## config.mk

```make
export PLATFORM = sky130hd
export DESIGN_NAME = mse_ram
export DESIGN_NICKNAME = d
export VERILOG_FILES = /design/src/hw/rtl/mse_ram.sv
export SDC_FILE = /design/constraint.sdc
export NUM_CORES = 2
export LEC_CHECK = 0
export ABC_CLOCK_PERIOD_IN_PS = 5300
export BUFFER_PORTS_ARGS = -buffer_cell sky130_fd_sc_hd__buf_2
export CAP_MARGIN = 10
export CORE_UTILIZATION = 50
export CTS_CLUSTER_SIZE = 12
export DETAILED_ROUTE_END_ITERATION = 16
export GPL_ROUTABILITY_DRIVEN = 1
export PLACE_DENSITY = 0.7
export REMOVE_ABC_BUFFERS = 1
export SLEW_MARGIN = 40
export SYNTH_ARGS = -nofsm -noshare
export SYNTH_HDL_FRONTEND = slang
export SYNTH_SLANG_ARGS = --single-unit
```

## constraint.sdc

```tcl
create_clock -name clock -period 5.3 [get_ports clock]
set_input_delay 1.325 -clock clock [delete_from_list [all_inputs] [get_ports clock]]
set_output_delay 1.325 -clock clock [all_outputs]
set_load 0.03 [all_outputs]
```

## src/hw/rtl/mse_ram.sv

```systemverilog
`default_nettype none
module mse_ram #(
   parameter int DEPTH = 64,
   parameter int WIDTH = 32
) (
   input  wire logic                     clock,
   input  wire logic                     wr_en,
   input  wire logic [$clog2(DEPTH)-1:0] wr_addr,
   input  wire logic [WIDTH-1:0]         wr_data,
   input  wire logic [$clog2(DEPTH)-1:0] rd_addr0,
   input  wire logic [$clog2(DEPTH)-1:0] rd_addr1,
   output logic      [WIDTH-1:0]         rd_data0,
   output logic      [WIDTH-1:0]         rd_data1
);

   logic [WIDTH-1:0] mem_ff [DEPTH];
   logic [WIDTH-1:0] rd0_ff;
   logic [WIDTH-1:0] rd1_ff;

   always_ff @(posedge clock) begin
      if (wr_en) begin
         mem_ff[wr_addr] <= wr_data;
      end
      rd0_ff <= mem_ff[rd_addr0];
      rd1_ff <= mem_ff[rd_addr1];
   end

   assign rd_data0 = rd0_ff;
   assign rd_data1 = rd1_ff;

endmodule
`default_nettype wire

```

# Word-level counts from Yosys, hierarchy flattened
# Memories as Yosys holds them, arrays and structs flattened. A register that Yosys moved wholly into a read port is not among the register bits.
# Index checks and enable logic that the tools add are counted.
[word_totals]
out_inout_bits = 64
in_bits = 52
ff_bits = 0
word_cells = 3
ramBits = 2048
mem_count = 1
[classes]
muxes = 2
[mem_list]
columns = ["memory", "words", "word_bits", "rd", "rd_ports_with_merged_regs", "wr", "line", "rtl"]
rows = [
  ["mem_ff", 64, 32, 2, 2, 1, "16", "logic [WIDTH-1:0] mem_ff [DEPTH];"],
]
[op_table]
columns = ["cell", "count"]
rows = [
  ["two-way mux 1 bit", 2],
]

# Logic depth before layout (Yosys ltp)
[logic_depth]
word_depth = 2
depth_mapped = 10
ltp_nobuf = 5

# Worst setup path after synthesis
# Ideal clock, no wire load.
[synth_timing]
path_kind = "input to register"
startpoint = "input wr_addr[3]"
endpoint = "memory mem_ff[48][0], enable pin"
path_buffers = 1
required_ps = 4839
setup_time_ps = 461
slack_ps = 784
arrival_time_ps = 4055
stages = 4
cell_sequence = "clkbuf_1 > nor2b_1 > nand4b_1 > nor3_1"
[synth_lines]
columns = ["item", "line", "rtl"]
rows = [
  ["start, declared", "8", "input wire logic [$clog2(DEPTH)-1:0] wr_addr,"],
  ["end, declared", "16", ""],
]
# Straight into the memory's write port.

==> flow_summary.toml <==
[status]
status = "complete, no violations"

[critical_path]
crit_fanout = 46
worstReg2RegStart = "mem_ff[40][30]"
reg2regPathDepth = 4
crit_start = "rd_addr1[0]"
cp-start-kind = "input port"
path_class = "in2reg"
arrival_ns = 4.33
timing.rr.end = "rd_data1[30]"
end_kind = "flip-flop"
crit_end = "rd_data1[28]"
r2r_slack_ns = 2.71
cp.required_ns = 5.99

[logic_synthesis]
synthesis.area_sq_um = 95700
yosysWarnings = 0
synth_seq_area_share_pct = 65.6
synth_top_area_cell = "edfxtp_1"
synthArstFlopShare_pct = 0
yosysMostFrequentCell = "edfxtp_1"
netlist_instances = 4412
synth_common_cells = "edfxtp_1, mux4_2, mux2i_1, clkbuf_1, buf_2"
synth_area_leaders = "edfxtp_1, mux4_2, mux2i_1, dfxtp_1, a22oi_1"
ys_seq_elements = 2112
ys_types = 38
synth_edf_count = 2048
synth_top_area_share_pct = 64.3
avgSynthCellArea_sq_um = 21.7
synth-main-ff-cell = "edfxtp_1"

[sta]
fin_crit_ns = 3.64
timing.slew.headroom_pct = 33.7
slew_violations = 0
hold_viol = 0
hold_ws_ns = 0.909
finalCritPeriodShare_pct = 68.7
setup_tns_ns = 0
worstMarginPinSlew_ns = 0.994
max_freq_mhz = 275
rsz0062_at_grt = "false"
setup_viol = 0
clock_skew_ns = 0.0312

[drt]
vias = 52600
drt-pass1-iter-count = 6
initialDrtViolationCount = 7977
drc = 0
routed_wl_um = 289000
avgViaCountPerCell = 7.18
routedWlPerCell_um = 39.4
final_antenna_net_count = 0

[finish]
drive_above_1_share_pct = 38.8
regArea_sq_um = 62800
instances_no_fill = 7330
final_core_util_pct = 56.6
multi_input_area_sq_um = 31700
area_growth_pct = 12.4
fill_cells = 13700
nets = 4684

[clocking]
cts_tree = "built"
post_cts_resized = 0
clkTransAtPathRegs_ns = 0.06
clk_path_buf_depth = 3
cts_root_buf = "clkbuf_16"
cts.sinks = 2112
clock_latency_ns = 0.86
numCtsBuffers = 209
post_cts_buffers = 0
hold_buffers = 0
htreeDepth = 4

[grt]
grt_use_total_pct = 30.2
grt_max_degree = 121
grt-ovfl-total = 0
grt_pass1_vias = 52600
grt_pass1_wl_um = 404000
antenna_found_initial = 21

[power_and_ir_drop]
power_frac_clock_pct = 39.6
p_seq_share_pct = 51.7
sw_frac_of_total_pct = 22.9
power.switching_mw = 8.26
leakage_nw = 33.7
power_density_nw_per_um2 = 335
vdd_drop_max_mv = 0.370
internal_power_mw = 27.8
p_comb_share_pct = 8.7

[die]
die_area_sq_um = 193000
rows = 160
core_area_sq_um = 190000
start_util_pct = 50.3
die_h_um = 439
io_pins = 116
die_x_um = 439

[placed_design]
hpwlAfterDp_um = 168000
port_buffers = 115
placed_cells = 6927
gp_congestion = 0.859

[hold_path]
hp-class = "reg2reg"

[flow_run]
cap_viol_max_count = 0
-- power groups by stage --
stage	logic [mW]	registers, mW	clock network (mW)
after global placement	3.06	19.0	0
after global routing	3.27	18.6	15.0
final	3.14	18.6	14.3
after CTS	3.10	18.6	14.4
after detailed placement	3.09	19.0	0
after floorplan	1.33	19.0	0
-- flip-flops by register name, indices dropped and copies added (netlist names) --
name	cells
mem_ff	2048
rd_data0	32
rd_data1	32
-- critical path: stages --
cell and delay (ns):
buf_8 0.54, buf_12 0.37, buf_4 0.38, mux4_2 0.56, mux4_2 0.48, o22ai_1 0.52, a21oi_1 0.08
-- cell families (layout without fill, tap and decap cells) --
family | count (synthesis) | after routing | synth area share, %
buffers and inverters | 348 | 745 | 1.83
AND/OR/NAND/NOR | 248 | 248 | 1.13
flip-flops | 2112 | 2112 | 65.6
other | 0 | 10 | 0
AO/OA/AOI/OAI | 340 | 340 | 2.39
multiplexers | 1364 | 1364 | 29.0
-- how the worst min path moves through the flow --
stage | startpoint | endpoint | slack (ns) | depth (start not counted)
floorplan | mem_ff[36][0] | rd_data0[0] | 0.78 | 4
global placement | mem_ff[16][19] | rd_data0[19] | 0.84 | 5
detailed placement | mem_ff[18][28] | rd_data0[28] | 0.88 | 5
CTS | mem_ff[18][28] | rd_data0[28] | 0.90 | 5
global route | mem_ff[18][28] | rd_data0[28] | 0.93 | 5
finish | mem_ff[36][11] | rd_data0[11] | 0.91 | 4
-- routing by layer --
| metal | up-vias | track usage [%] | part of all wire (%) |
|---|---|---|---|
| li1 | 20000 | - | - |
| met2 | 3745 | 47.0 | 48 |
| met1 | 28300 | 41.3 | 36 |
| met4 | 16 | 11.7 | 4.0 |
| met3 | 605 | 7.75 | 13 |
| met5 | - | 0 | 0.036 |
-- layout make-up --
cell class | count | share of cell area [%]
inverter | 1 | 0.00349
sequential | 2112 | 58.4
timing repair buffer | 356 | 3.22
clock buffer | 345 | 5.63
clock inverter | 43 | 0.386
tap | 2511 | 2.92
multi-input combinational | 1952 | 29.4
antenna | 10 | 0.0233
-- cells in the final DEF (no fill, tap or decap), types with 14 or more instances in the layout --
cell / instances
mux2i_1: 204
buf_12: 65
a22oi_1: 85
buf_4: 194
edfxtp_1: 2048
o22ai_1: 55
mux4_2: 1124
nand2_1: 92
nor2b_1: 16
clkinv_1: 14
clkbuf_8: 23
a21oi_1: 56
nor2_4: 63
buf_2: 76
o21ai_1: 32
o221ai_1: 16
clkbuf_16: 213
o21ai_0: 17
o211ai_1: 27
nor2_1: 30
dfxtp_1: 64
a211oi_1: 14
mux2_2: 36
clkbuf_1: 109
-- per-stage QoR --
step           power, mW  setup slack [ns]  cell area, sq um
2_1_floorplan       20.4             0.926             93900
6_report            36.0              1.66            108000
3_5_place_dp        22.1             0.626            101000
5_1_grt             36.9              1.58            108000
4_1_cts             36.1              1.54            107000
3_3_place_gp        22.0             0.622            101000
Note: power is estimated with default switching activity, not from simulation.
