### src/hw/rtl/mse_pkg.sv
`default_nettype none
package mse_pkg;

   localparam int MAX_ELEMENTS = 64;
   localparam int VALUE_WIDTH  = 32;
   localparam int IDX_W        = $clog2(MAX_ELEMENTS);
   localparam int CNT_W        = $clog2(MAX_ELEMENTS) + 1;
   localparam int SUM_W        = CNT_W + 2;

   typedef logic [IDX_W-1:0]              idx_type;
   typedef logic [CNT_W-1:0]              cnt_type;
   typedef logic signed [VALUE_WIDTH-1:0] value_type;

   typedef struct packed {
      value_type value;
      logic      last_item;
   } req_type;

   typedef struct packed {
      value_type sorted_value;
      logic      last_result;
      logic      overflow;
   } rsp_type;

   typedef enum logic [4:0] {
      ST_LOAD  = 5'b00001,
      ST_SETUP = 5'b00010,
      ST_MERGE = 5'b00100,
      ST_PRIME = 5'b01000,
      ST_EMIT  = 5'b10000
   } seq_state_type;

   typedef struct packed {
      logic      wr_a;
      logic      wr_b;
      idx_type   wr_addr;
      value_type wr_data;
      idx_type   rd_addr0;
      idx_type   rd_addr1;
   } mem_ctl_type;

endpackage
`default_nettype wire

### src/hw/rtl/mse_cmp.sv
`default_nettype none
module mse_cmp (
   input  wire mse_pkg::value_type head_a,
   input  wire mse_pkg::value_type head_b,
   input  wire logic               a_live,
   input  wire logic               b_live,
   output logic                    take_a
);

   // Ties go to the left run, which keeps the sort stable.
   assign take_a = a_live && (!b_live || (head_a <= head_b));

endmodule
`default_nettype wire

### config.mk
export PLATFORM = sky130hd
export DESIGN_NAME = mse_cmp
export DESIGN_NICKNAME = d
export VERILOG_FILES = /design/src/hw/rtl/mse_pkg.sv /design/src/hw/rtl/mse_cmp.sv
export SDC_FILE = /design/constraint.sdc
export NUM_CORES = 1
export LEC_CHECK = 0
export BUFFER_PORTS_ARGS = -buffer_cell sky130_fd_sc_hd__buf_2
export CAP_MARGIN = 20
export CORE_MARGIN = 1
export CORE_UTILIZATION = 33
export DETAILED_ROUTE_END_ITERATION = 8
export PLACE_DENSITY = 0.71
export SLEW_MARGIN = 0
export SYNTH_ARGS = -nofsm -noshare
export SYNTH_HDL_FRONTEND = slang
export SYNTH_SLANG_ARGS = --single-unit
### constraint.sdc
create_clock -name vclk -period 3.1
set_input_delay 0.31 -clock vclk [all_inputs]
set_output_delay 0.31 -clock vclk [all_outputs]
set_load 0.01 [all_outputs]
Word level (Yosys, flattened, before mapping)
Cells that the tools add are included.

word-level totals
  flip-flop bits (word level) = 0
  bits in latches = 0
  RAM bits = 0
  memory bits (read-only) = 0
  output and inout bits = 1
  memories kept = 0

operators by class
  add/subtract/negate cells = 0
  multipliers = 0
  divide/modulo/power cells = 0
  magnitude comparators = 1
  equal/unequal tests = 0
  shift-type cells = 0
  multiplexer cells = 0
  bitwise operators = 0
  reduce and logical (&&, ||, !) cells = 3

operator list
  operator             number
  $le A32 B32 Y1       1
  $logic_and A1 B1 Y1  1
  $logic_not A1 Y1     1
  $logic_or A1 B1 Y1   1

Depth between registers and ports, before layout
Gate-level depths: netlist (run 1).

  word-level depth = 3
  gate-level depth with buffers = 7

Worst setup path before layout (run 1)
No wires, ideal clock.

  path kind = input to output
  from = input port head_b[30]
  to = output port take_a
  arrival = 1.885 ns
  path slack = 0.905 ns
  stages on the path = 7
  buffers on the path = 0
  cells stage by stage = inv_1 > ha_1 > nand4_2 > or4_1 > o211ai_1 > a311oi_1 > and4b_1

between the ends
  word-level cells in the longest chain between the ends = 3

RTL lines
  what                 line           source
  start, declared      mse_cmp.sv:4   input wire mse_pkg::value_type head_b,
  $le A32 B32 Y1       mse_cmp.sv:11  assign take_a = a_live && (!b_live || (head_a <= head_b));
  $logic_or A1 B1 Y1   mse_cmp.sv:11
  $logic_and A1 B1 Y1  mse_cmp.sv:11
  end, declared        mse_cmp.sv:7   output logic take_a

No other way between the ends.

Final worst setup path (run 1)
Same ends and word-level chain as after synthesis.

==> reports/summary.txt, run 1 <==
most common cell after layout, fill and taps aside = buf_2
core area = 2480 um^2
max-slew violation count = 0
vias per cell = 4.72
via count = 1025
Max IR drop VDD = 0.0000498 V
Post-CTS Resized = 0
drt first-iter violations = 4
kind of critical path = in2out
Slew HR = 0.766
commonest non-fill, non-tap cells in the layout = 67 x buf_2, 33 x inv_1, 32 x ha_1
WHS Path Cells = 3
min Tclk post-route = 2440 ps
Finish-stage setup viols = 0
post-synthesis adder-cell area fraction = 0.466
share of cells above drive strength 1 = 0.380
number of library cell types mapped by synthesis = 21
# DRC = 0
I/O pin total = 67
most used cell, CP = buf_2
post-detailed-route wirelength per cell = 8.53 um
Synth Cell Area = 858 um^2
largest family of logic cells by synthesized area = adder cells
Antenna Nets Post-Route = 0
register area = 0 um^2
Arr. time, crit path = 2130 ps
final hold violation count = 0
highest clock rate = 410 MHz
DR pass1 iterations = 4
Startpoint Class = primary input
DP HPWL = 1.80 mm
antenna violations before repair = 0
num sequential = 0
GRT overflow = 0
first-pass GRT wire length = 3.02 mm
Tightest Pin Transition = 351 ps
Final GP Congestion = 0.701
simple-gate share of the synthesized area = 0.198
XOR/XNOR Fraction of Synth Area = 0
die area = 2810 um^2
die width = 53 um
RSZ-0062 raised after global routing = no
setup bufs post-CTS = 0
Synth Area in Compound Gates = 0.191
Post-CTS Hold Buffers = 0
vias in the first global route = 874
area grow syn2layout = 43.4%
Mapped Cells = 120
largest net degree at the start of global routing = 5
instance count on the critical path = 9
setup TNS = 0 ps
worst path required time = 2790 ps
CP Cell Sequence = buf_2, inv_1, ha_1, nand4_2, or4_1, o211ai_1, a311oi_1, and4b_1, buf_2
min setup slack post-route = 659 ps
Syn Area/Cell = 7.15 um^2
Yosys warning total = 0
maximum capacitance violations = 0
CLK BUF = 0
CP top delay family = simple AND/OR/NAND/NOR gates
CP max stage cell = or4_1
worst stage delay on the critical path = 550 ps
post-synthesis sequential area ratio = 0
row cnt = 18
CP bufs+invs = 3
power per cell area = 110 nW/um^2
Hold WS = 986 ps
status = completed
Mapped Nets = 218
antenna cells = 0
Hold Crit Class = in2out
Crit Path Max Fanout = 4
Place WS = 644 ps
CP endpoint kind = output port
Leak Pwr = 0.776 nW
Nets = 287
fin crit share = 0.787
# fillers = 265
Post-Route WL = 1.85 mm
Buffers on Ports = 67
initial core utilization = 0.346
mux cell area share after synthesis = 0
Die Ht = 53 um
GRT Util Overall = 0.135
## layout make-up
class	count	area (um^2)	share of cell area
multi-input combinational	87	734	0.597
timing repair buffer	67	335	0.272
inverter	33	124	0.101
tap	30	37.5	0.0305
## worst paths after layout
path                  endpoint        from  slack, ps
worst max-delay path    take_a  head_b[30]        660
worst min-delay path    take_a      a_live        990
## routing by layer
layer	vias up	global-route usage	share of wire
met1	428	0.153	0.45
met3	0	0.00575	0.074
li1	560	-	-
met4	0	0	0
met2	37	0.283	0.48
met5	-	0	0
## Yosys cell counts (all sizes together) (2+ instances only)
| cell type | n | area [um^2] |
|---|---|---|
| o211ai | 2 | 15.0 |
| ha | 32 | 400 |
| nand2 | 8 | 30.0 |
| or4 | 2 | 15.0 |
| nand3 | 2 | 10.0 |
| nand4 | 8 | 62.6 |
| a21oi | 13 | 65.1 |
| o21ai | 6 | 30.0 |
| a221oi | 2 | 17.5 |
| inv | 33 | 124 |
| nor2 | 3 | 11.3 |
## through the flow
stage | instance area (um^2) | cells | util | power (mW)
finish | 1230 | 217 | 0.497 | 0.136
global route | 1230 | 217 | 0.497 | 0.159
CTS | 1230 | 217 | 0.497 | 0.138
detailed placement | 1230 | 217 | 0.497 | 0.137
global placement | 1230 | 217 | 0.497 | 0.136
floorplan | 858 | 120 | - | 0.0784
## cells by family after synthesis
family,Yosys count
AOI/OAI and AO/OA,27
adders and majority gates,32
buffers and inverters,33
and+or+nand+nor,28
## power by group
| group | internal [mW] | switching [mW] |
|---|---|---|
| sequential | 0 | 0 |
| clock | 0 | 0 |
| combinational | 0.0729 | 0.0626 |
| total | 0.0729 | 0.0626 |
Power figures use the tool's default switching activity.
==> inputs of run 2 (changes only) <==
--- a/config.mk
+++ b/config.mk
@@ -10,7 +10,7 @@
 export CORE_MARGIN = 1
 export CORE_UTILIZATION = 33
 export DETAILED_ROUTE_END_ITERATION = 8
-export PLACE_DENSITY = 0.71
+export PLACE_DENSITY = 0.74
 export SLEW_MARGIN = 0
 export SYNTH_ARGS = -nofsm -noshare
 export SYNTH_HDL_FRONTEND = slang
==> constraint.sdc (replaced) <==
create_clock -name vclk -period 2.2
set_input_delay 0.22 -clock vclk [all_inputs]
set_output_delay 0.22 -clock vclk [all_outputs]
set_load 0.01 [all_outputs]
==> run 2 against run 1 <==
Against the previous run: via count is 4.8% higher; sequential share of layout area stayed put; clock-buffer cell count stayed put; utilization is 17 points higher; highest routed layer is now met4; final area is 35% higher; critical endpoint unchanged; routed wire length is 33% higher; first-iteration DRC count is 50% lower; power is 110% higher; worst setup slack worse by 630 ps; final cell count is 4.1% higher; non-clock buffer count is 9 higher.
==> reports/summary.txt, run 2 (synthesis gave the netlist of run 1 again) <==
drt first-iter violations = 2 (was 4)
WHS Path Cells = 3 (unchanged)
busiest grt layer = met2 (unchanged)
utilization after layout = 0.670 (was 0.497)
Finish-stage setup viols = 0 (unchanged)
Post-Route WL = 2.47 mm (was 1.85 mm)
worst path required time = 1980 ps (was 2790 ps)
Hold Path Sink = take_a (unchanged)
highest clock rate = 460 MHz
Finished Layout Cells = 226 (was 217)
Arr. time, crit path = 1950 ps (was 2130 ps)
final hold violation count = 0 (unchanged)
I/O pin total = 67 (unchanged)
Crit Path Max Fanout = 2 (was 4)
via count = 1074 (was 1025)
Die Ht = 53 um (unchanged)
Int Pwr = 165 uW (was 72.9 uW)
commonest non-fill, non-tap cells in the layout = 53 x buf_2, 21 x inv_1, 20 x ha_4 (was 67 x buf_2, 33 x inv_1, 32 x ha_1)
most common cell after layout, fill and taps aside = buf_2 (unchanged)
row cnt = 18 (unchanged)
GRT Util Overall = 0.151 (was 0.135)
Tightest Pin Transition = 316 ps (was 351 ps)
register area = 0 um^2 (unchanged)
num sequential = 0 (unchanged)
Leak Pwr = 0.836 nW (was 0.776 nW)
status = completed (unchanged)
Hold Crit Class = in2out (unchanged)
DR pass1 iterations = 4 (unchanged)
Placed Area = 1290 um^2 (was 1230 um^2)
GRT overflow = 0 (unchanged)
post-detailed-route wirelength per cell = 10.9 um (was 8.53 um)
die area = 2810 um^2 (unchanged)
grt met1 use = 0.162 (was 0.153)
vias per cell = 4.75 (was 4.72)
maximum capacitance violations = 0 (unchanged)
max-slew violation count = 0 (unchanged)
power per cell area = 172 nW/um^2 (was 110 nW/um^2)
die width = 53 um (unchanged)
Net Sw Frac = 0.422 (was 0.462)
Nets = 296 (was 287)
CLK BUF = 0 (unchanged)
antenna violations before repair = 0 (unchanged)
# DRC = 0 (unchanged)
RSZ-0062 raised after global routing = yes (was no)
initial core utilization = 0.346 (unchanged)
first-pass GRT wire length = 3.36 mm (was 3.02 mm)
Net Sw Power = 120 uW (was 62.6 uW)
Antenna Nets Post-Route = 0 (unchanged)
DP HPWL = 1.83 mm (was 1.80 mm)
Clock power frac = 0 (about the same)
largest net degree at the start of global routing = 4 (was 5)
Buffers on Ports = 67 (unchanged)
met3 global-route usage = 0.0201 (was 0.00575)
Slew HR = 0.789 (was 0.766)
Startpoint Class = primary input (unchanged)
met2 usage = 0.312 (was 0.283)
antenna cells = 0 (unchanged)
Comb pwr share = 1.000 (about the same)
share of cells above drive strength 1 = 0.582 (was 0.380)
part of the power in registers = 0 (about the same)
Tot Pwr = 285 uW (was 136 uW)
CP endpoint kind = output port (unchanged)
CP startpoint = head_a[17] (was head_b[30])
kind of critical path = in2out (unchanged)
core area = 2480 um^2 (unchanged)
Post-Place Cells = 225 (was 217)
area grow syn2layout = 93.3% (was 43.4%)
Final Cell Area = 1660 um^2 (was 1230 um^2)
fin crit share = 0.987
min Tclk post-route = 2170 ps
Max IR drop VDD = 0.0000997 V (was 0.0000498 V)
Final GP Congestion = 0.739 (was 0.701)
HP Start = a_live (unchanged)
vias in the first global route = 960 (was 874)
## run 2: changes by cell type in the layout (fill, tap and decap cells not counted), moves of 9 or more
cell   delta
inv_1    -12
ha_1     -20
buf_2    -14
ha_4     +20
buf_6    +13
inv_2    +11
buf_4     +9
## run 2: worst max-delay path by stage
| stage | endpoint | slack, ps | cells after the start |
|---|---|---|---|
| after CTS | take_a | 0.5 | 9 |
| final | take_a | 30 | 8 |
| after detailed placement | take_a | -40 | 9 |
| after global routing | take_a | -90 | 9 |
| after global placement | take_a | 20 | 9 |
| after floorplan | take_a | 180 | 7 |
## run 2: per-layer routing
metal	routed length [um]	share of wire
met5	0	0
met4	40	0.016
met3	161	0.065
met2	1320	0.53
met1	949	0.38
## run 2: critical path, stage by stage
cell and delay (ps):
buf_6 100, ha_4 260, nand4_1 120, or4_4 550, o211ai_1 240, a311oi_1 60, and4b_1 270, buf_2 130
## run 2: final cells by class
| class | count | area (um^2) |
|---|---|---|
| multi-input combinational | 87 | 1000 |
| fill | 220 | 818 |
| timing repair buffer | 76 | 494 |
| inverter | 33 | 126 |
| tap | 30 | 37.5 |
## run 2: what timing repair did
action / in CTS / in global routing
endpoints found under the hold margin: 0 / 0
cloned: 0 / 0
hold buffers: 0 / 0
endpoints found under the setup margin: 1 / 1
gates resized for setup: 4 / 47
setup buffers: 0 / 1
pin swaps: 1 / 22
## run 2: power groups by stage
stage | Sequential [mW] | Clock (mW) | Combinational, mW
floorplan | 0 | 0 | 0.110
global placement | 0 | 0 | 0.205
detailed placement | 0 | 0 | 0.206
CTS | 0 | 0 | 0.215
global route | 0 | 0 | 0.326
finish | 0 | 0 | 0.285
## run 2: through the flow
step	hold WS (ps)	setup TNS [ps]	worst slack [ps]
2_1_floorplan	624	0	185
3_5_place_dp	826	-43.2	-43.2
4_1_cts	826	0	0.530
6_report	828	0	27.9
5_1_grt	865	-88.4	-88.4
3_3_place_gp	804	0	21.9
