### src/hw/rtl/mse_pkg.sv
`default_nettype none
package mse_pkg;

   localparam int MAX_ELEMENTS = 64;
   localparam int VALUE_WIDTH  = 32;
   localparam int IDX_W        = $clog2(MAX_ELEMENTS);
   localparam int CNT_W        = $clog2(MAX_ELEMENTS) + 1;
   localparam int SUM_W        = CNT_W + 2;

   typedef logic [IDX_W-1:0]              idx_type;
   typedef logic [CNT_W-1:0]              cnt_type;
   typedef logic signed [VALUE_WIDTH-1:0] value_type;

   typedef struct packed {
      value_type value;
      logic      last_item;
   } req_type;

   typedef struct packed {
      value_type sorted_value;
      logic      last_result;
      logic      overflow;
   } rsp_type;

   typedef enum logic [4:0] {
      ST_LOAD  = 5'b00001,
      ST_SETUP = 5'b00010,
      ST_MERGE = 5'b00100,
      ST_PRIME = 5'b01000,
      ST_EMIT  = 5'b10000
   } seq_state_type;

   typedef struct packed {
      logic      wr_a;
      logic      wr_b;
      idx_type   wr_addr;
      value_type wr_data;
      idx_type   rd_addr0;
      idx_type   rd_addr1;
   } mem_ctl_type;

endpackage
`default_nettype wire

### src/hw/rtl/mse_seq.sv
`default_nettype none
module mse_seq (
   input  wire logic                 clock,
   input  wire logic                 reset,
   input  wire logic                 req_valid,
   output logic                      req_ready,
   input  wire mse_pkg::req_type     req_data,
   output logic                      rsp_valid,
   input  wire logic                 rsp_ready,
   output mse_pkg::rsp_type          rsp_data,
   output mse_pkg::mem_ctl_type      mem,
   output logic                      src_sel,
   input  wire mse_pkg::value_type   rd_head0,
   input  wire mse_pkg::value_type   rd_head1,
   output logic                      a_live,
   output logic                      b_live,
   input  wire logic                 take_a
);

   mse_pkg::seq_state_type state_ff, state_in;
   mse_pkg::cnt_type count_ff, count_in;
   logic             ovf_ff, ovf_in;
   mse_pkg::cnt_type width_ff, width_in;
   logic             src_sel_ff, src_sel_in;
   mse_pkg::cnt_type a_idx_ff, a_idx_in;
   mse_pkg::cnt_type a_end_ff, a_end_in;
   mse_pkg::cnt_type b_idx_ff, b_idx_in;
   mse_pkg::cnt_type b_end_ff, b_end_in;
   mse_pkg::cnt_type k_ff, k_in;
   mse_pkg::cnt_type e_idx_ff, e_idx_in;
   logic             rsp_valid_ff, rsp_valid_in;
   mse_pkg::rsp_type rsp_data_ff, rsp_data_in;

   mse_pkg::cnt_type blk_base;
   logic [mse_pkg::SUM_W-1:0] mid_sum;
   logic [mse_pkg::SUM_W-1:0] hi_sum;
   mse_pkg::cnt_type blk_mid;
   mse_pkg::cnt_type blk_hi;
   mse_pkg::cnt_type k_next;
   mse_pkg::cnt_type e_next;
   logic             blk_done;
   logic             pass_done;
   logic             out_free;
   logic             emit_last;
   mse_pkg::value_type out_pick;

   assign a_live    = a_idx_ff < a_end_ff;
   assign b_live    = b_idx_ff < b_end_ff;
   assign out_pick  = take_a ? rd_head0 : rd_head1;
   assign k_next    = k_ff + 1'b1;
   assign e_next    = e_idx_ff + 1'b1;
   assign blk_done  = k_next == b_end_ff;
   assign pass_done = blk_done && (b_end_ff == count_ff);
   assign out_free  = !rsp_valid_ff || rsp_ready;
   assign emit_last = e_next == count_ff;

   // Bounds of the next pair of runs, clipped to the number of stored words.
   assign blk_base = (state_ff == mse_pkg::ST_SETUP) ? '0 : b_end_ff;
   assign mid_sum  = mse_pkg::SUM_W'(blk_base) + mse_pkg::SUM_W'(width_ff);
   assign hi_sum   = mid_sum + mse_pkg::SUM_W'(width_ff);
   assign blk_mid  = (mid_sum > mse_pkg::SUM_W'(count_ff)) ?
                     count_ff : mse_pkg::CNT_W'(mid_sum);
   assign blk_hi   = (hi_sum > mse_pkg::SUM_W'(count_ff)) ?
                     count_ff : mse_pkg::CNT_W'(hi_sum);

   always_comb begin
      state_in     = state_ff;
      count_in     = count_ff;
      ovf_in       = ovf_ff;
      width_in     = width_ff;
      src_sel_in   = src_sel_ff;
      a_idx_in     = a_idx_ff;
      a_end_in     = a_end_ff;
      b_idx_in     = b_idx_ff;
      b_end_in     = b_end_ff;
      k_in         = k_ff;
      e_idx_in     = e_idx_ff;
      rsp_valid_in = rsp_valid_ff && !rsp_ready;
      rsp_data_in  = rsp_data_ff;
      mem.wr_a     = 1'b0;
      mem.wr_b     = 1'b0;
      mem.wr_addr  = k_ff[mse_pkg::IDX_W-1:0];
      mem.wr_data  = out_pick;

      case (state_ff)
         mse_pkg::ST_LOAD: begin
            if (req_valid) begin
               if (count_ff < mse_pkg::CNT_W'(mse_pkg::MAX_ELEMENTS)) begin
                  mem.wr_a    = 1'b1;
                  mem.wr_addr = count_ff[mse_pkg::IDX_W-1:0];
                  mem.wr_data = req_data.value;
                  count_in    = count_ff + 1'b1;
               end else begin
                  ovf_in = 1'b1;
               end
               if (req_data.last_item) begin
                  state_in   = mse_pkg::ST_SETUP;
                  width_in   = mse_pkg::CNT_W'(1);
                  src_sel_in = 1'b0;
               end
            end
         end
         mse_pkg::ST_SETUP: begin
            if (width_ff >= count_ff) begin
               state_in = mse_pkg::ST_PRIME;
            end else begin
               a_idx_in = '0;
               a_end_in = blk_mid;
               b_idx_in = blk_mid;
               b_end_in = blk_hi;
               k_in     = '0;
               state_in = mse_pkg::ST_MERGE;
            end
         end
         mse_pkg::ST_MERGE: begin
            mem.wr_a = src_sel_ff;
            mem.wr_b = !src_sel_ff;
            k_in     = k_next;
            if (take_a) begin
               a_idx_in = a_idx_ff + 1'b1;
            end else begin
               b_idx_in = b_idx_ff + 1'b1;
            end
            if (pass_done) begin
               state_in   = mse_pkg::ST_SETUP;
               src_sel_in = !src_sel_ff;
               width_in   = {width_ff[mse_pkg::CNT_W-2:0], 1'b0};
            end else if (blk_done) begin
               a_idx_in = b_end_ff;
               a_end_in = blk_mid;
               b_idx_in = blk_mid;
               b_end_in = blk_hi;
            end
         end
         mse_pkg::ST_PRIME: begin
            e_idx_in = '0;
            state_in = mse_pkg::ST_EMIT;
         end
         mse_pkg::ST_EMIT: begin
            if (out_free) begin
               rsp_valid_in             = 1'b1;
               rsp_data_in.sorted_value = rd_head0;
               rsp_data_in.last_result  = emit_last;
               rsp_data_in.overflow     = ovf_ff;
               if (emit_last) begin
                  state_in = mse_pkg::ST_LOAD;
                  count_in = '0;
                  ovf_in   = 1'b0;
               end else begin
                  e_idx_in = e_next;
               end
            end
         end
         default: begin
            state_in = mse_pkg::ST_LOAD;
         end
      endcase

      // Reads are issued from next-cycle indices so the heads line up with the indices.
      mem.rd_addr0 = (state_in == mse_pkg::ST_EMIT) ? e_idx_in[mse_pkg::IDX_W-1:0] :
                     a_idx_in[mse_pkg::IDX_W-1:0];
      mem.rd_addr1 = b_idx_in[mse_pkg::IDX_W-1:0];
   end

   always_ff @(posedge clock) begin
      if (reset) begin
         state_ff     <= mse_pkg::ST_LOAD;
         count_ff     <= '0;
         ovf_ff       <= 1'b0;
         width_ff     <= '0;
         src_sel_ff   <= 1'b0;
         a_idx_ff     <= '0;
         a_end_ff     <= '0;
         b_idx_ff     <= '0;
         b_end_ff     <= '0;
         k_ff         <= '0;
         e_idx_ff     <= '0;
         rsp_valid_ff <= 1'b0;
      end else begin
         state_ff     <= state_in;
         count_ff     <= count_in;
         ovf_ff       <= ovf_in;
         width_ff     <= width_in;
         src_sel_ff   <= src_sel_in;
         a_idx_ff     <= a_idx_in;
         a_end_ff     <= a_end_in;
         b_idx_ff     <= b_idx_in;
         b_end_ff     <= b_end_in;
         k_ff         <= k_in;
         e_idx_ff     <= e_idx_in;
         rsp_valid_ff <= rsp_valid_in;
      end
   end

   always_ff @(posedge clock) begin
      rsp_data_ff <= rsp_data_in;
   end

   assign req_ready = state_ff == mse_pkg::ST_LOAD;
   assign rsp_valid = rsp_valid_ff;
   assign rsp_data  = rsp_data_ff;
   assign src_sel   = src_sel_ff;

endmodule
`default_nettype wire

### config.mk
export PLATFORM = sky130hd
export DESIGN_NAME = mse_seq
export DESIGN_NICKNAME = d
export VERILOG_FILES = /design/src/hw/rtl/mse_pkg.sv /design/src/hw/rtl/mse_seq.sv
export SDC_FILE = /design/constraint.sdc
export NUM_CORES = 1
export LEC_CHECK = 0
export BUFFER_PORTS_ARGS = -buffer_cell sky130_fd_sc_hd__buf_2
export CAP_MARGIN = 15
export CORE_AREA = 2 2 123 125
export DETAILED_ROUTE_END_ITERATION = 12
export DIE_AREA = 0 0 125 127
export GPL_TIMING_DRIVEN = 0
export PLACE_DENSITY = 0.88
export SKIP_LAST_GASP = 1
export SLEW_MARGIN = 0
export SYNTH_ARGS = -nofsm -noshare
export SYNTH_HDL_FRONTEND = slang
export SYNTH_SLANG_ARGS = --single-unit
### constraint.sdc
create_clock -name clock -period 4.7 [get_ports clock]
set_clock_uncertainty 0.05 [all_clocks]
set_input_delay 0.235 -clock clock [delete_from_list [all_inputs] [get_ports clock]]
set_output_delay 0.235 -clock clock [all_outputs]
set_load 0.01 [all_outputs]
## After elaboration in Yosys (flattened, before gate mapping)

Cells that the tools add are included.

| word-level totals | value |
|---|---|
| register bits after elaboration | 98 |
| bits in latches | 0 |
| bits in writable memories | 0 |
| ROM bits | 0 |
| input port bits | 102 |
| output and inout port bits | 91 |
| logic and storage cells | 130 |
| memories | 0 |

| operators by class | value |
|---|---|
| add/subtract/negate cells | 7 |
| $mul | 0 |
| divide/modulo/power cells | 0 |
| order comparisons | 6 |
| equality and inequality tests | 20 |
| shift-type cells | 0 |
| muxes and demuxes | 62 |
| bitwise operators | 0 |
| reduce and logical (&&, ||, !) cells | 17 |

Operators with widths:

| operator | number |
|---|---|
| 7-bit 2-to-1 mux | 27 |
| 38-bit 2-to-1 mux | 3 |
| 7-bit case mux with 2 select lines | 8 |
| 7-bit by 1-bit adder with 7-bit output, second input constant | 5 |
| 32-bit 2-to-1 mux | 1 |
| 5-bit 2-to-1 mux | 5 |
| 5-bit case mux with 5 select lines | 1 |
| 7-bit == test | 3 |
| 2-bit inequality test, second input constant | 9 |
| 7-bit less-than comparator | 2 |
| 1-bit 2-to-1 mux | 12 |
| 5-bit == test, second input constant | 2 |
| 5-bit AND reduction | 2 |
| 8-bit by 7-bit adder with 9-bit output | 1 |
| 9-bit by 7-bit greater-than comparator with 1-bit output | 1 |
| 7-bit by 7-bit adder with 8-bit output | 1 |
| 8-bit by 7-bit greater-than comparator with 1-bit output | 1 |
| 4-bit AND reduction | 2 |
| 2-bit nonzero test | 4 |
| 7-bit >= comparator | 1 |
| 7-bit less-than comparator, second input constant | 1 |
| 6-bit 2-to-1 mux | 1 |
| 1-bit case mux with 2 select lines | 3 |
| 5-bit by 1-bit == test with 1-bit output, second input constant | 1 |
| other kinds (10) | 15 |

## Longest topological paths before layout

Gate-level depths: netlist of run 1.

| depth | value |
|---|---|
| word-level depth | 9 |
| depth in mapped cells | 22 |

## Worst setup path before layout of run 1

No wires, ideal clock.

| timing | value |
|---|---|
| kind | flip-flop to flip-flop |
| start | reg state_ff[4] |
| end | reg b_end_ff[2] |
| arrival | 4.277 ns |
| data required time | 4.564 ns |
| slack | 0.288 ns |
| stages on the path, launching flop included | 19 |
| buffers on the path | 1 |
| clock period less this slack | 4.412 ns |
| cell sequence | dfxtp_1 clkbuf_1 nor3_1 nand3b_1 nand2_1 inv_1 ha_1 fa_1 a21o_1 a21oi_1 nor2_1 o311ai_0 ha_1 xor2_1 ha_1 a221oi_1 a211oi_4 mux2i_1 a211oi_1 |

| on the way | value |
|---|---|
| word-level cells in the longest chain between the ends | 9 |
| elaborated cells between the ends (all ways) | 16 |
| those cells by class | add/sub: 2; order compare: 1; eq/ne: 5; mux: 6; reduce/logical: 2 |

RTL lines:

| element | RTL line | RTL |
|---|---|---|
| start, declared | mse_seq.sv:20 | `mse_pkg::seq_state_type state_ff, state_in;` |
| start signal, assigned | mse_seq.sv:167 | `state_ff <= mse_pkg::ST_LOAD;` |
| start signal, assigned | mse_seq.sv:180 | `state_ff <= state_in;` |
| 5-bit by 2-bit == test with 1-bit output | mse_seq.sv:58, mse_seq.sv:85 |  |
| 7-bit 2-to-1 mux | mse_seq.sv:58 | `assign blk_base = (state_ff == mse_pkg::ST_SETUP) ? '0 : b_end_ff;` |
| 7-bit by 7-bit adder with 8-bit output | mse_seq.sv:59 | `assign mid_sum = mse_pkg::SUM_W'(blk_base) + mse_pkg::SUM_W'(width_ff);` |
| 8-bit by 7-bit adder with 9-bit output | mse_seq.sv:60 | `assign hi_sum = mid_sum + mse_pkg::SUM_W'(width_ff);` |
| 9-bit by 7-bit greater-than comparator with 1-bit output | mse_seq.sv:63 | `assign blk_hi = (hi_sum > mse_pkg::SUM_W'(count_ff)) ?` |
| 7-bit 2-to-1 mux | mse_seq.sv:63 |  |
| 7-bit 2-to-1 mux | mse_seq.sv:128 | `end else if (blk_done) begin` |
| 7-bit 2-to-1 mux | mse_seq.sv:124 | `if (pass_done) begin` |
| 7-bit case mux with 2 select lines | mse_seq.sv:85 | `case (state_ff)` |
| end signal, assigned | mse_seq.sv:188 | `b_end_ff <= b_end_in;` |
| end, declared | mse_seq.sv:28 | `mse_pkg::cnt_type b_end_ff, b_end_in;` |

Several ways; a longest one is shown, not always the timed one. The select of a mux whose other input is x is not followed.
A chain may end at the register's enable or synchronous reset.

## Final worst setup path of run 1

| timing | value |
|---|---|
| start | reg state_ff[2] |
| end | out mem[0] in the netlist's numbering |

| on the way | value |
|---|---|
| word-level cells in the longest chain between the ends | 8 |
| elaborated cells between the ends (all ways) | 10 |
| those cells by class | add/sub: 1; order compare: 1; eq/ne: 2; mux: 6 |

RTL lines:

| element | RTL line | RTL |
|---|---|---|
| 5-bit by 2-bit == test with 1-bit output | mse_seq.sv:58, mse_seq.sv:85 |  |
| 7-bit 2-to-1 mux | mse_seq.sv:58 |  |
| 7-bit by 7-bit adder with 8-bit output | mse_seq.sv:59 |  |
| 8-bit by 7-bit greater-than comparator with 1-bit output | mse_seq.sv:61 | `assign blk_mid = (mid_sum > mse_pkg::SUM_W'(count_ff)) ?` |
| 7-bit 2-to-1 mux | mse_seq.sv:61 |  |
| 7-bit 2-to-1 mux | mse_seq.sv:128 |  |
| 7-bit 2-to-1 mux | mse_seq.sv:124 |  |
| 7-bit case mux with 2 select lines * | mse_seq.sv:85 |  |
| end, declared | mse_seq.sv:11 | `output mse_pkg::mem_ctl_type mem,` |

Mark *: on every way between the ends. The rest lies on a longest branch, timed or not. The select of a mux whose other input is x is not followed.

==> results of run 1 <==
cells in the final DEF, fill, tap and decap left out, types with 5 or more instances in the layout:
| master | count |
|---|---|
| buf_2 | 202 |
| nor2_1 | 94 |
| a21oi_1 | 80 |
| dfxtp_1 | 61 |
| nand2_1 | 56 |
| ha_1 | 46 |
| mux2i_1 | 45 |
| inv_1 | 34 |
| edfxtp_1 | 34 |
| nand3_1 | 29 |
| buf_4 | 27 |
| clkbuf_1 | 25 |
| o21ai_0 | 25 |
| xnor2_1 | 20 |
| a21o_1 | 17 |
| nor3_1 | 13 |
| nand2b_1 | 11 |
| a211oi_1 | 11 |
| or3_1 | 10 |
| clkbuf_16 | 10 |
| and2_1 | 9 |
| o21a_1 | 9 |
| xor2_1 | 8 |
| a21oi_2 | 8 |
| o211ai_1 | 7 |
| mux2_2 | 7 |
| buf_1 | 7 |
| ha_4 | 7 |
| a31oi_1 | 6 |
| and3_1 | 6 |
| nand3b_1 | 5 |
| nand4_1 | 5 |
| nor2b_1 | 5 |
| o31ai_1 | 5 |
what timing repair did:
action | in CTS | in global routing
buffers inserted | 8 | 12
gates resized for setup | 28 | 38
gates cloned | 0 | 0
setup endpoints to repair | 27 | 13
pin swaps | 10 | 30
layout make-up:
| cell class | count | area, sq um | share of cell area |
|---|---|---|---|
| sequential | 98 | 2310 | 0.258 |
| clock buffer | 11 | 254 | 0.0284 |
| buffer | 53 | 265 | 0.0297 |
| multi-input combinational | 630 | 4590 | 0.513 |
| clock inverter | 5 | 42.5 | 0.00476 |
| antenna | 1 | 2.50 | 0.000280 |
| timing repair buffer | 212 | 1110 | 0.125 |
| tap | 184 | 230 | 0.0257 |
| inverter | 35 | 131 | 0.0147 |
power by group through the flow:
stage | Sequential, uW | Clock, uW | Combinational, uW
after floorplan | 903 | 0 | 205
after global placement | 904 | 0 | 341
after detailed placement | 904 | 0 | 344
after CTS | 885 | 754 | 361
after global routing | 884 | 788 | 411
final | 884 | 750 | 385
path summary, 6_finish.rpt:
check / cells past startpoint / slack (ns) / start / end
setup / recovery: 19 / -0.03 / state_ff[2] / mem[0]
hold reg to reg: 0 / 0.40 / ovf_ff / rsp_data[0]
hold / removal: 1 / 0.01 / rd_head0[19] / rsp_data[21]
setup reg to reg: 21 / 0.07 / state_ff[2] / b_end_ff[6]
layer usage:
metal,vias up,GRT usage
li1,3383,-
met1,3422,0.345
met2,421,0.496
met3,83,0.0544
met4,0,0.152
met5,-,0
flip-flops by register name, summed over array words and instances, names as in the netlist:
register / count
b_idx_ff: 7
a_idx_ff: 7
e_idx_ff: 7
rsp_valid: 1
src_sel: 1
width_ff: 7
state_ff: 5
b_end_ff: 7
rsp_data: 34
ovf_ff: 1
k_ff: 7
a_end_ff: 7
count_ff: 7
per-stage QoR:
step	setup WS [ns]	hold WS (ns)	total power, uW	instances	util
floorplan	0.288	0.284	1110	819	-
global placement	-0.690	0.375	1240	1194	0.568
detailed placement	-0.804	0.379	1250	1194	0.568
CTS	-0.00896	0.0108	2000	1216	0.603
global route	-0.154	0.0101	2080	1229	0.620
finish	-0.0340	0.0138	2020	1229	0.620
kinds of logic after synthesis:
family                   Yosys count
buffers and inverters             91
adder cells (fa/ha/maj)           56
multiplexers                      58
AND/OR/NAND/NOR                  275
XOR/XNOR                          33
AO/OA/AOI/OAI                    208
flip-flops                        98
==> impl_metrics.env, run 1 <==
export IMPL_hpwl_um=17900
export IMPL_netSwitchingFraction=0.286
export IMPL_max_slew_worst_pin_slew_ns=0.945
export IMPL_ctsHoldBuffers=0
export IMPL_maxCapViolations=0
export IMPL_critical_path_cell_chain="nor3_4, nand3b_1, buf_6, and2_4, fa_2, a21o_1, a21oi_4, xnor2_4, ha_4, nand4_1, a21oi_1, a211oi_2, o211a_4, buf_4, mux2i_2, a21oi_2, nand2_1, buf_4, buf_2"
export IMPL_drtPass1Iterations=5
export IMPL_max_freq_mhz=211
export IMPL_dpl_cell_area_sq_mm=0.00819
export IMPL_fin_setup_tns_ns=-0.0858
export IMPL_synth_top_family_by_area="simple AND/OR/NAND/NOR gates"
export IMPL_intPower_uw=1440
export IMPL_drt_met1_wl_um=9190
export IMPL_cp_top_family="compound AO/OA/AOI/OAI gates"
export IMPL_areaGrowthSynthToFinish_pct=27.6
export IMPL_cts_root_buf="clkbuf_16"
export IMPL_crit_top_cell="buf_4"
export IMPL_avgRoutedWirePerCell_um=19.9
export IMPL_hp_class="in -> reg"
export IMPL_fill_cells=1233
export IMPL_slowest_stage="dfxtp_4"
export IMPL_p_switching_uw=577
export IMPL_cts_clk_slew_worst_paths_ns=0.08
export IMPL_antenna_found_initial=1
export IMPL_clk_latency_ns=0.36
export IMPL_synth_simple_area_share=0.193
export IMPL_synthXorXnorAreaFrac=0.0413
export IMPL_ir_drop_uv=163
export IMPL_dieWidth_um=125
export IMPL_netlist_instances=819
export IMPL_final_nets=1197
export IMPL_synthTopCellsByArea="dfxtp_1, edfxtp_1, ha_1, mux2i_1, a21oi_1"
export IMPL_drc_errors=0
export IMPL_coreArea_sq_mm=0.0144
export IMPL_violations="setup timing"
export IMPL_cts_path_max_buffers=2
export IMPL_ioPinCount=193
export IMPL_cp_start_kind="register"
export IMPL_ant_nets=0
export IMPL_synth_common_cells="nor2_1, a21oi_1, dfxtp_1, nand2_1, ha_1"
export IMPL_setup_viol=4
export IMPL_viasPerCell=5.95
export IMPL_dieHeight_um=127
export IMPL_p_seq_frac=0.438
export IMPL_synth_edf_count=34
export IMPL_crit_arrival_ns=4.45
export IMPL_synth_ff_type="dfxtp_1"
export IMPL_synth_top_area_frac=0.183
export IMPL_portBuffers=191
export IMPL_leakage_uw=0.00391
export IMPL_stdcell_area_sq_mm=0.00894
export IMPL_ys_seq_elements=98
export IMPL_clockPowerShare=0.372
export IMPL_top_layer_used="met4"
export IMPL_min_period_over_period=1.01
export IMPL_grt_pass1_wl_um=36100
export IMPL_initial_core_util=0.486
export IMPL_status="complete, but fails checks"
export IMPL_cts_tree="done"
export IMPL_slowest_delay_ns=0.37
export IMPL_yosys_warnings=0
export IMPL_critPathCaptureType="output pin"
export IMPL_drt_iter0_drc=754
export IMPL_num_rows=44
export IMPL_async_flop_share=0
export IMPL_die_area_sq_mm=0.0159
export IMPL_hold_viol=0
export IMPL_critPathMaxFanout=5
export IMPL_synth_nets=977
export IMPL_cts_buffers_inserted=9
export IMPL_overflow=0
export IMPL_wl_um=24500
export IMPL_clock_sinks=98
export IMPL_timing_final_ws_setup_ns=-0.0340
export IMPL_critPathBufInv=4
export IMPL_cp_required_ns=4.41
export IMPL_synth_seq_area_share=0.329
export IMPL_yosys_area_top_type="dfxtp_1"
export IMPL_grt_pass1_vias=6815
export IMPL_synth_compound_area_frac=0.191
export IMPL_synth_cell_types=71
export IMPL_power_frac_comb=0.191
export IMPL_grtUsageTotal=0.288
export IMPL_drive_gt1_frac=0.307
export IMPL_critPathKind="reg -> out"
export IMPL_rsz0062_at_grt="true"
export IMPL_synthAdderAreaFrac=0.102
export IMPL_vias=7309
export IMPL_powerDensity_mw_per_mm2=226
export IMPL_finalMaxSlewViolations=0
export IMPL_route_met2_wl_um=11900
export IMPL_grt_max_degree=37
export IMPL_gp_congestion=0.949
export IMPL_slew_headroom=0.370
export IMPL_muxShareOfSynthArea=0.0848
export IMPL_synth_most_common_cell="nor2_1"
export IMPL_avgSynthCellArea_sq_um=8.55
export IMPL_cts_max_level=3
export IMPL_min_period_ns=4.73
export IMPL_synth_cell_area_sq_mm=0.00701
export IMPL_route_met3_wl_um=2200
(Power assumes the default switching activity.)
==> inputs of run 2 (changes only) <==
--- a/config.mk
+++ b/config.mk
@@ -7,9 +7,9 @@
 export LEC_CHECK = 0
 export BUFFER_PORTS_ARGS = -buffer_cell sky130_fd_sc_hd__buf_2
 export CAP_MARGIN = 15
-export CORE_AREA = 2 2 123 125
+export CORE_AREA = 10 10 131 133
 export DETAILED_ROUTE_END_ITERATION = 12
-export DIE_AREA = 0 0 125 127
+export DIE_AREA = 0 0 141 143
 export GPL_TIMING_DRIVEN = 0
 export PLACE_DENSITY = 0.88
 export SKIP_LAST_GASP = 1
==> run 2 against run 1 <==
- the run still ends with setup timing left
- sequential power hardly changed
- register-to-register slack worse by 0.04 ns
- via count is 1.9% higher
- sequential cell count unchanged
- total power increased by 1.6%
- critical path type unchanged
- critical endpoint is now mem[1]
- highest routed layer unchanged
==> impl_metrics.env, run 2 (synthesis gave the netlist of run 1 again) <==
export IMPL_cts_root_buf="clkbuf_16"
export IMPL_p_switching_uw=574
export IMPL_rsz0062_at_grt="true"
export IMPL_dp_cells=1194
export IMPL_viasPerCell=6.02
export IMPL_num_rows=44
export IMPL_wl_um=26300
export IMPL_coreArea_sq_mm=0.0144
export IMPL_ant_nets=0
export IMPL_power_frac_comb=0.200
export IMPL_overflow=0
export IMPL_slowest_stage="fa_2"
export IMPL_gp_congestion=0.959
export IMPL_crit_arrival_ns=4.46
export IMPL_hp_class="in -> reg"
export IMPL_cts_max_level=3
export IMPL_dpl_cell_area_sq_mm=0.00819
export IMPL_drc_errors=0
export IMPL_ctsHoldBuffers=0
export IMPL_grt_max_degree=37
export IMPL_largest_reg_flops=34
export IMPL_grt_pass1_wl_um=38100
export IMPL_hold_viol=0
export IMPL_cts_clk_slew_worst_paths_ns=0.07
export IMPL_final_nets=1204
export IMPL_p_seq_frac=0.432
export IMPL_grt_pass1_vias=7093
export IMPL_min_period_ns=4.74
export IMPL_avgRoutedWirePerCell_um=21.2
export IMPL_cp_start_kind="register"
export IMPL_cp_required_ns=4.41
export IMPL_fin_setup_tns_ns=-0.117
export IMPL_ir_drop_uv=185
export IMPL_critPathKind="reg -> out"
export IMPL_hpwl_um=19500
export IMPL_timing_final_ws_setup_ns=-0.0442
export IMPL_max_freq_mhz=211
export IMPL_maxCapViolations=0
export IMPL_layout_cells_non_filler=1238
export IMPL_antenna_found_initial=3
export IMPL_critical_path_cell_chain="nor3_4, nand3b_1, nand2_2, inv_2, ha_4, fa_2, a21o_1, a21oi_4, or4b_4, o311ai_4, ha_1, nand3_2, o21ai_2, o211a_4, buf_4, mux2i_1, nand2_1, nand2_1, buf_4, buf_2"
export IMPL_critPathMaxFanout=5
export IMPL_final_common_cell="buf_2"
export IMPL_clk_latency_ns=0.36
export IMPL_violations="setup timing"
export IMPL_powerDensity_mw_per_mm2=227
export IMPL_initial_core_util=0.486
export IMPL_layout_common_cells="buf_2, nor2_1, a21oi_1, dfxtp_1, nand2_1"
export IMPL_clockPowerShare=0.368
export IMPL_die_area_sq_mm=0.0202
export IMPL_slew_headroom=0.401
export IMPL_areaGrowthSynthToFinish_pct=29.0
export IMPL_grtUsageTotal=0.237
export IMPL_leakage_uw=0.00395
export IMPL_intPower_uw=1480
export IMPL_ioPinCount=193
export IMPL_setup_viol=4
export IMPL_dieWidth_um=141
export IMPL_drive_gt1_frac=0.314
export IMPL_portBuffers=191
export IMPL_drt_iter0_drc=687
export IMPL_min_period_over_period=1.01
export IMPL_vias=7447
export IMPL_status="complete, but fails checks"
export IMPL_cts_path_max_buffers=2
export IMPL_dieHeight_um=143
export IMPL_slowest_delay_ns=0.42
export IMPL_critPathCaptureType="output pin"
export IMPL_drtPass1Iterations=5
export IMPL_netSwitchingFraction=0.280
export IMPL_max_slew_worst_pin_slew_ns=0.898
export IMPL_clock_sinks=98
export IMPL_stdcell_area_sq_mm=0.00904
export IMPL_cts_buffers_inserted=9
export IMPL_cts_tree="done"
export IMPL_finalMaxSlewViolations=0
run 2: cell types whose count changed in the layout (fill, tap and decap cells not counted), sizes merged:
cell	before	now
buf	240	246
inv	39	36
clkinv	0	2
diode	1	3
bufinv	0	1
clkinvlp	1	2
run 2: per-layer routing:
layer	track usage	vias up	wire length, um
met3	0.0610	100	3040
met1	0.281	3464	9660
met4	0.132	0	1340
met5	0	-	0
met2	0.383	493	12200
li1	-	3390	-
run 2: critical path, delay by kind of cell, from the launching register on:
kind | cells | cell delay, ns
buf+inv | 4 | 0.40
mux | 1 | 0.30
flops | 1 | 0.37
compound gates | 5 | 0.99
fa+ha+maj | 3 | 0.94
simple gates | 7 | 1.10
run 2: final cells by class:
cell class | instances | area [sq um]
Clock buffer | 10 | 229
Tap cell | 184 | 230
Sequential cell | 98 | 2310
Buffer | 54 | 273
Timing Repair Buffer | 218 | 1180
Fill cell | 1133 | 5390
Inverter | 35 | 131
Antenna cell | 3 | 7.51
Multi-Input combinational cell | 630 | 4610
Clock inverter | 6 | 65.1
run 2: repair_timing:
item / CTS / global route
cloned: 0 / 0
pin swaps: 9 / 31
endpoints found under the setup margin: 27 / 13
buffers inserted: 10 / 16
gates resized for setup: 25 / 44
run 2: path summary, 6_finish.rpt:
check	from	to	slack, ns	depth (start not counted)
worst min register to register	ovf_ff	rsp_data[0]	0.40	0
worst max-delay path	state_ff[2]	mem[1]	-0.04	20
worst max register to register	state_ff[2]	b_end_ff[5]	0.03	23
worst min-delay path	rd_head0[3]	rsp_data[5]	0.02	1
run 2: power groups by stage:
| stage | Clock [uW] | Combinational [uW] | Sequential [uW] |
|---|---|---|---|
| after floorplan | 0 | 205 | 903 |
| after global placement | 0 | 340 | 904 |
| after detailed placement | 0 | 348 | 904 |
| after CTS | 754 | 368 | 885 |
| after global routing | 780 | 439 | 886 |
| final | 754 | 411 | 885 |
run 2: through the flow:
step	hold slack, ns	setup slack (ns)	total power [uW]	utilization
3_5_place_dp	0.368	-0.815	1250	0.568
4_1_cts	0.0139	0.00296	2010	0.603
6_report	0.0180	-0.0442	2050	0.626
5_1_grt	0.0188	-0.114	2100	0.626
2_1_floorplan	0.284	0.288	1110	-
3_3_place_gp	0.378	-0.674	1240	0.568
==> inputs of run 3 (changes only) <==
--- a/config.mk
+++ b/config.mk
@@ -10,7 +10,7 @@
 export CORE_AREA = 10 10 131 133
 export DETAILED_ROUTE_END_ITERATION = 12
 export DIE_AREA = 0 0 141 143
-export GPL_TIMING_DRIVEN = 0
+export HOLD_SLACK_MARGIN = 0.1
 export PLACE_DENSITY = 0.88
 export SKIP_LAST_GASP = 1
 export SLEW_MARGIN = 0
==> run 3 against run 2 <==
- the flow now finishes without violations
- worst setup slack improved by 0.092 ns
- clock power increased by 17%
- core utilization decreased by 0.45 points
- sequential power about the same
- non-clock buffer count decreased by 20
- cell count decreased by 1.5%
- count of clock-buffer cells in the layout decreased by 1
- critical endpoint is now mem[2]
- largest cell class unchanged
- largest power group unchanged
==> impl_metrics.env, run 3 (synthesis gave the netlist of run 1 again) <==
export IMPL_hold_viol=0
export IMPL_largest_reg_flops=34
export IMPL_critPathLaunch="state_ff[4]"
export IMPL_r2r_start="state_ff[4]"
export IMPL_hpwl_um=18700
export IMPL_hold_depth=4
export IMPL_rrSetupSlack_ns=0.22
export IMPL_gp_congestion=0.999
export IMPL_post_route_util=0.622
export IMPL_drive_gt1_frac=0.281
export IMPL_ir_drop_uv=151
export IMPL_cp_top_family="compound AO/OA/AOI/OAI gates"
export IMPL_wl_um=26200
export IMPL_ioPinCount=193
export IMPL_critPathMaxFanout=5
export IMPL_cts_root_buf="clkbuf_16"
export IMPL_rr_worst_depth=19
export IMPL_final_nets=1184
export IMPL_timing_rr_end="b_end_ff[2]"
export IMPL_grtUsageTotal=0.246
export IMPL_layout_common_cells="buf_2, nor2_1, a21oi_1, dfxtp_1, nand2_1"
export IMPL_critPathKind="reg -> out"
export IMPL_critPathBufInv=1
export IMPL_finalMaxSlewViolations=0
export IMPL_drt_iter0_drc=677
export IMPL_vias=7365
export IMPL_clock_sinks=98
export IMPL_p_total_uw=2180
export IMPL_leakage_uw=0.00392
export IMPL_setup_viol=0
export IMPL_grt_max_degree=61
export IMPL_stdcell_area_sq_mm=0.00897
export IMPL_cts_clk_slew_worst_paths_ns=0.07
export IMPL_hp_class="in -> reg"
export IMPL_cp_required_ns=4.41
export IMPL_final_common_cell="buf_2"
export IMPL_min_period_over_period=0.990
export IMPL_viasPerCell=6.04
export IMPL_max_slew_worst_pin_slew_ns=1.02
export IMPL_grt_pass1_wl_um=39400
export IMPL_critical_path_cell_chain="nor3_2, nand3b_1, and2_1, ha_1, a211oi_2, o21bai_1, a21oi_2, xnor2_2, ha_1, nand4_1, a21oi_1, a211oi_2, o211a_4, mux2_4, a22oi_2, nand3_1, buf_2"
export IMPL_slew_headroom=0.323
export IMPL_preCtsSetupSlack_ns=0.0954
export IMPL_ant_nets=0
export IMPL_slowest_stage="ha_1"
export IMPL_cts_path_max_buffers=2
export IMPL_drtPass1Iterations=5
export IMPL_cts_tree="done"
export IMPL_slowest_delay_ns=0.33
export IMPL_max_freq_mhz=215
export IMPL_powerDensity_mw_per_mm2=243
export IMPL_avgRoutedWirePerCell_um=21.5
export IMPL_cts_buffers_inserted=9
export IMPL_dpl_cell_area_sq_mm=0.00811
export IMPL_portBuffers=192
export IMPL_coreArea_sq_mm=0.0144
export IMPL_dieWidth_um=141
export IMPL_overflow=0
export IMPL_timing_final_ws_setup_ns=0.0482
export IMPL_critPathCaptureType="output pin"
export IMPL_clk_latency_ns=0.36
export IMPL_maxCapViolations=0
export IMPL_cp_start_kind="register"
export IMPL_hp_start="req_data[0]"
export IMPL_crit_arrival_ns=4.37
export IMPL_die_area_sq_mm=0.0202
export IMPL_antenna_found_initial=4
export IMPL_hold_end="state_ff[0]"
export IMPL_status="finished, final reports clean"
export IMPL_cts_max_level=3
export IMPL_drc_errors=0
export IMPL_grt_pass1_vias=7013
export IMPL_num_rows=44
export IMPL_initial_core_util=0.486
export IMPL_min_period_ns=4.65
export IMPL_areaGrowthSynthToFinish_pct=28.1
export IMPL_dieHeight_um=143
[run 3: worst max-delay path by stage]
stage	to	slack, ns	cells past startpoint
after floorplan	b_end_ff[2]	0.29	18
after global placement	b_end_ff[6]	0.26	20
after detailed placement	b_end_ff[2]	0.1	20
after CTS	mem[2]	0.04	19
after global routing	mem[2]	-0.11	18
final	mem[2]	0.05	17
[run 3: cell type report]
type,count,area [sq um]
antenna,5,12.5
clock buffer,9,225
clock inverter,7,124
fill,1155,5450
inverter,35,131
multi-input combinational,630,4430
sequential,98,2300
tap,184,230
timing repair buffer,252,1510
[run 3: power breakdown]
part	switching [uW]	internal [uW]
sequential	4.31	879
clock	352	526
combinational	228	187
[run 3: what timing repair did]
action	CTS	global route
resized for setup	1	33
pin swaps	1	9
endpoints found under the hold margin	32	0
hold buffers	32	0
endpoints found under the setup margin	3	13
buffers inserted	0	4
[run 3: tightest hold or removal path, stage by stage]
cell and delay [ns]:
buf_2 0.11, nand2_1 0.05, nand2_1 0.05, o211ai_1 0.08
[run 3: layer usage]
metal / GRT usage / vias up / wire [um]
met3: 0.0750 / 102 / 3000
met2: 0.396 / 454 / 12100
met5: 0 / - / 0
met4: 0.146 / 0 / 1330
li1: - / 3362 / -
met1: 0.285 / 3447 / 9800
[run 3: per-stage QoR]
stage,cells,hold WS [ns],TNS (ns)
global placement,1163,0.375,0
detailed placement,1163,0.370,0
global route,1219,0.165,-0.442
CTS,1211,0.152,0
finish,1220,0.150,0
floorplan,819,0.284,0
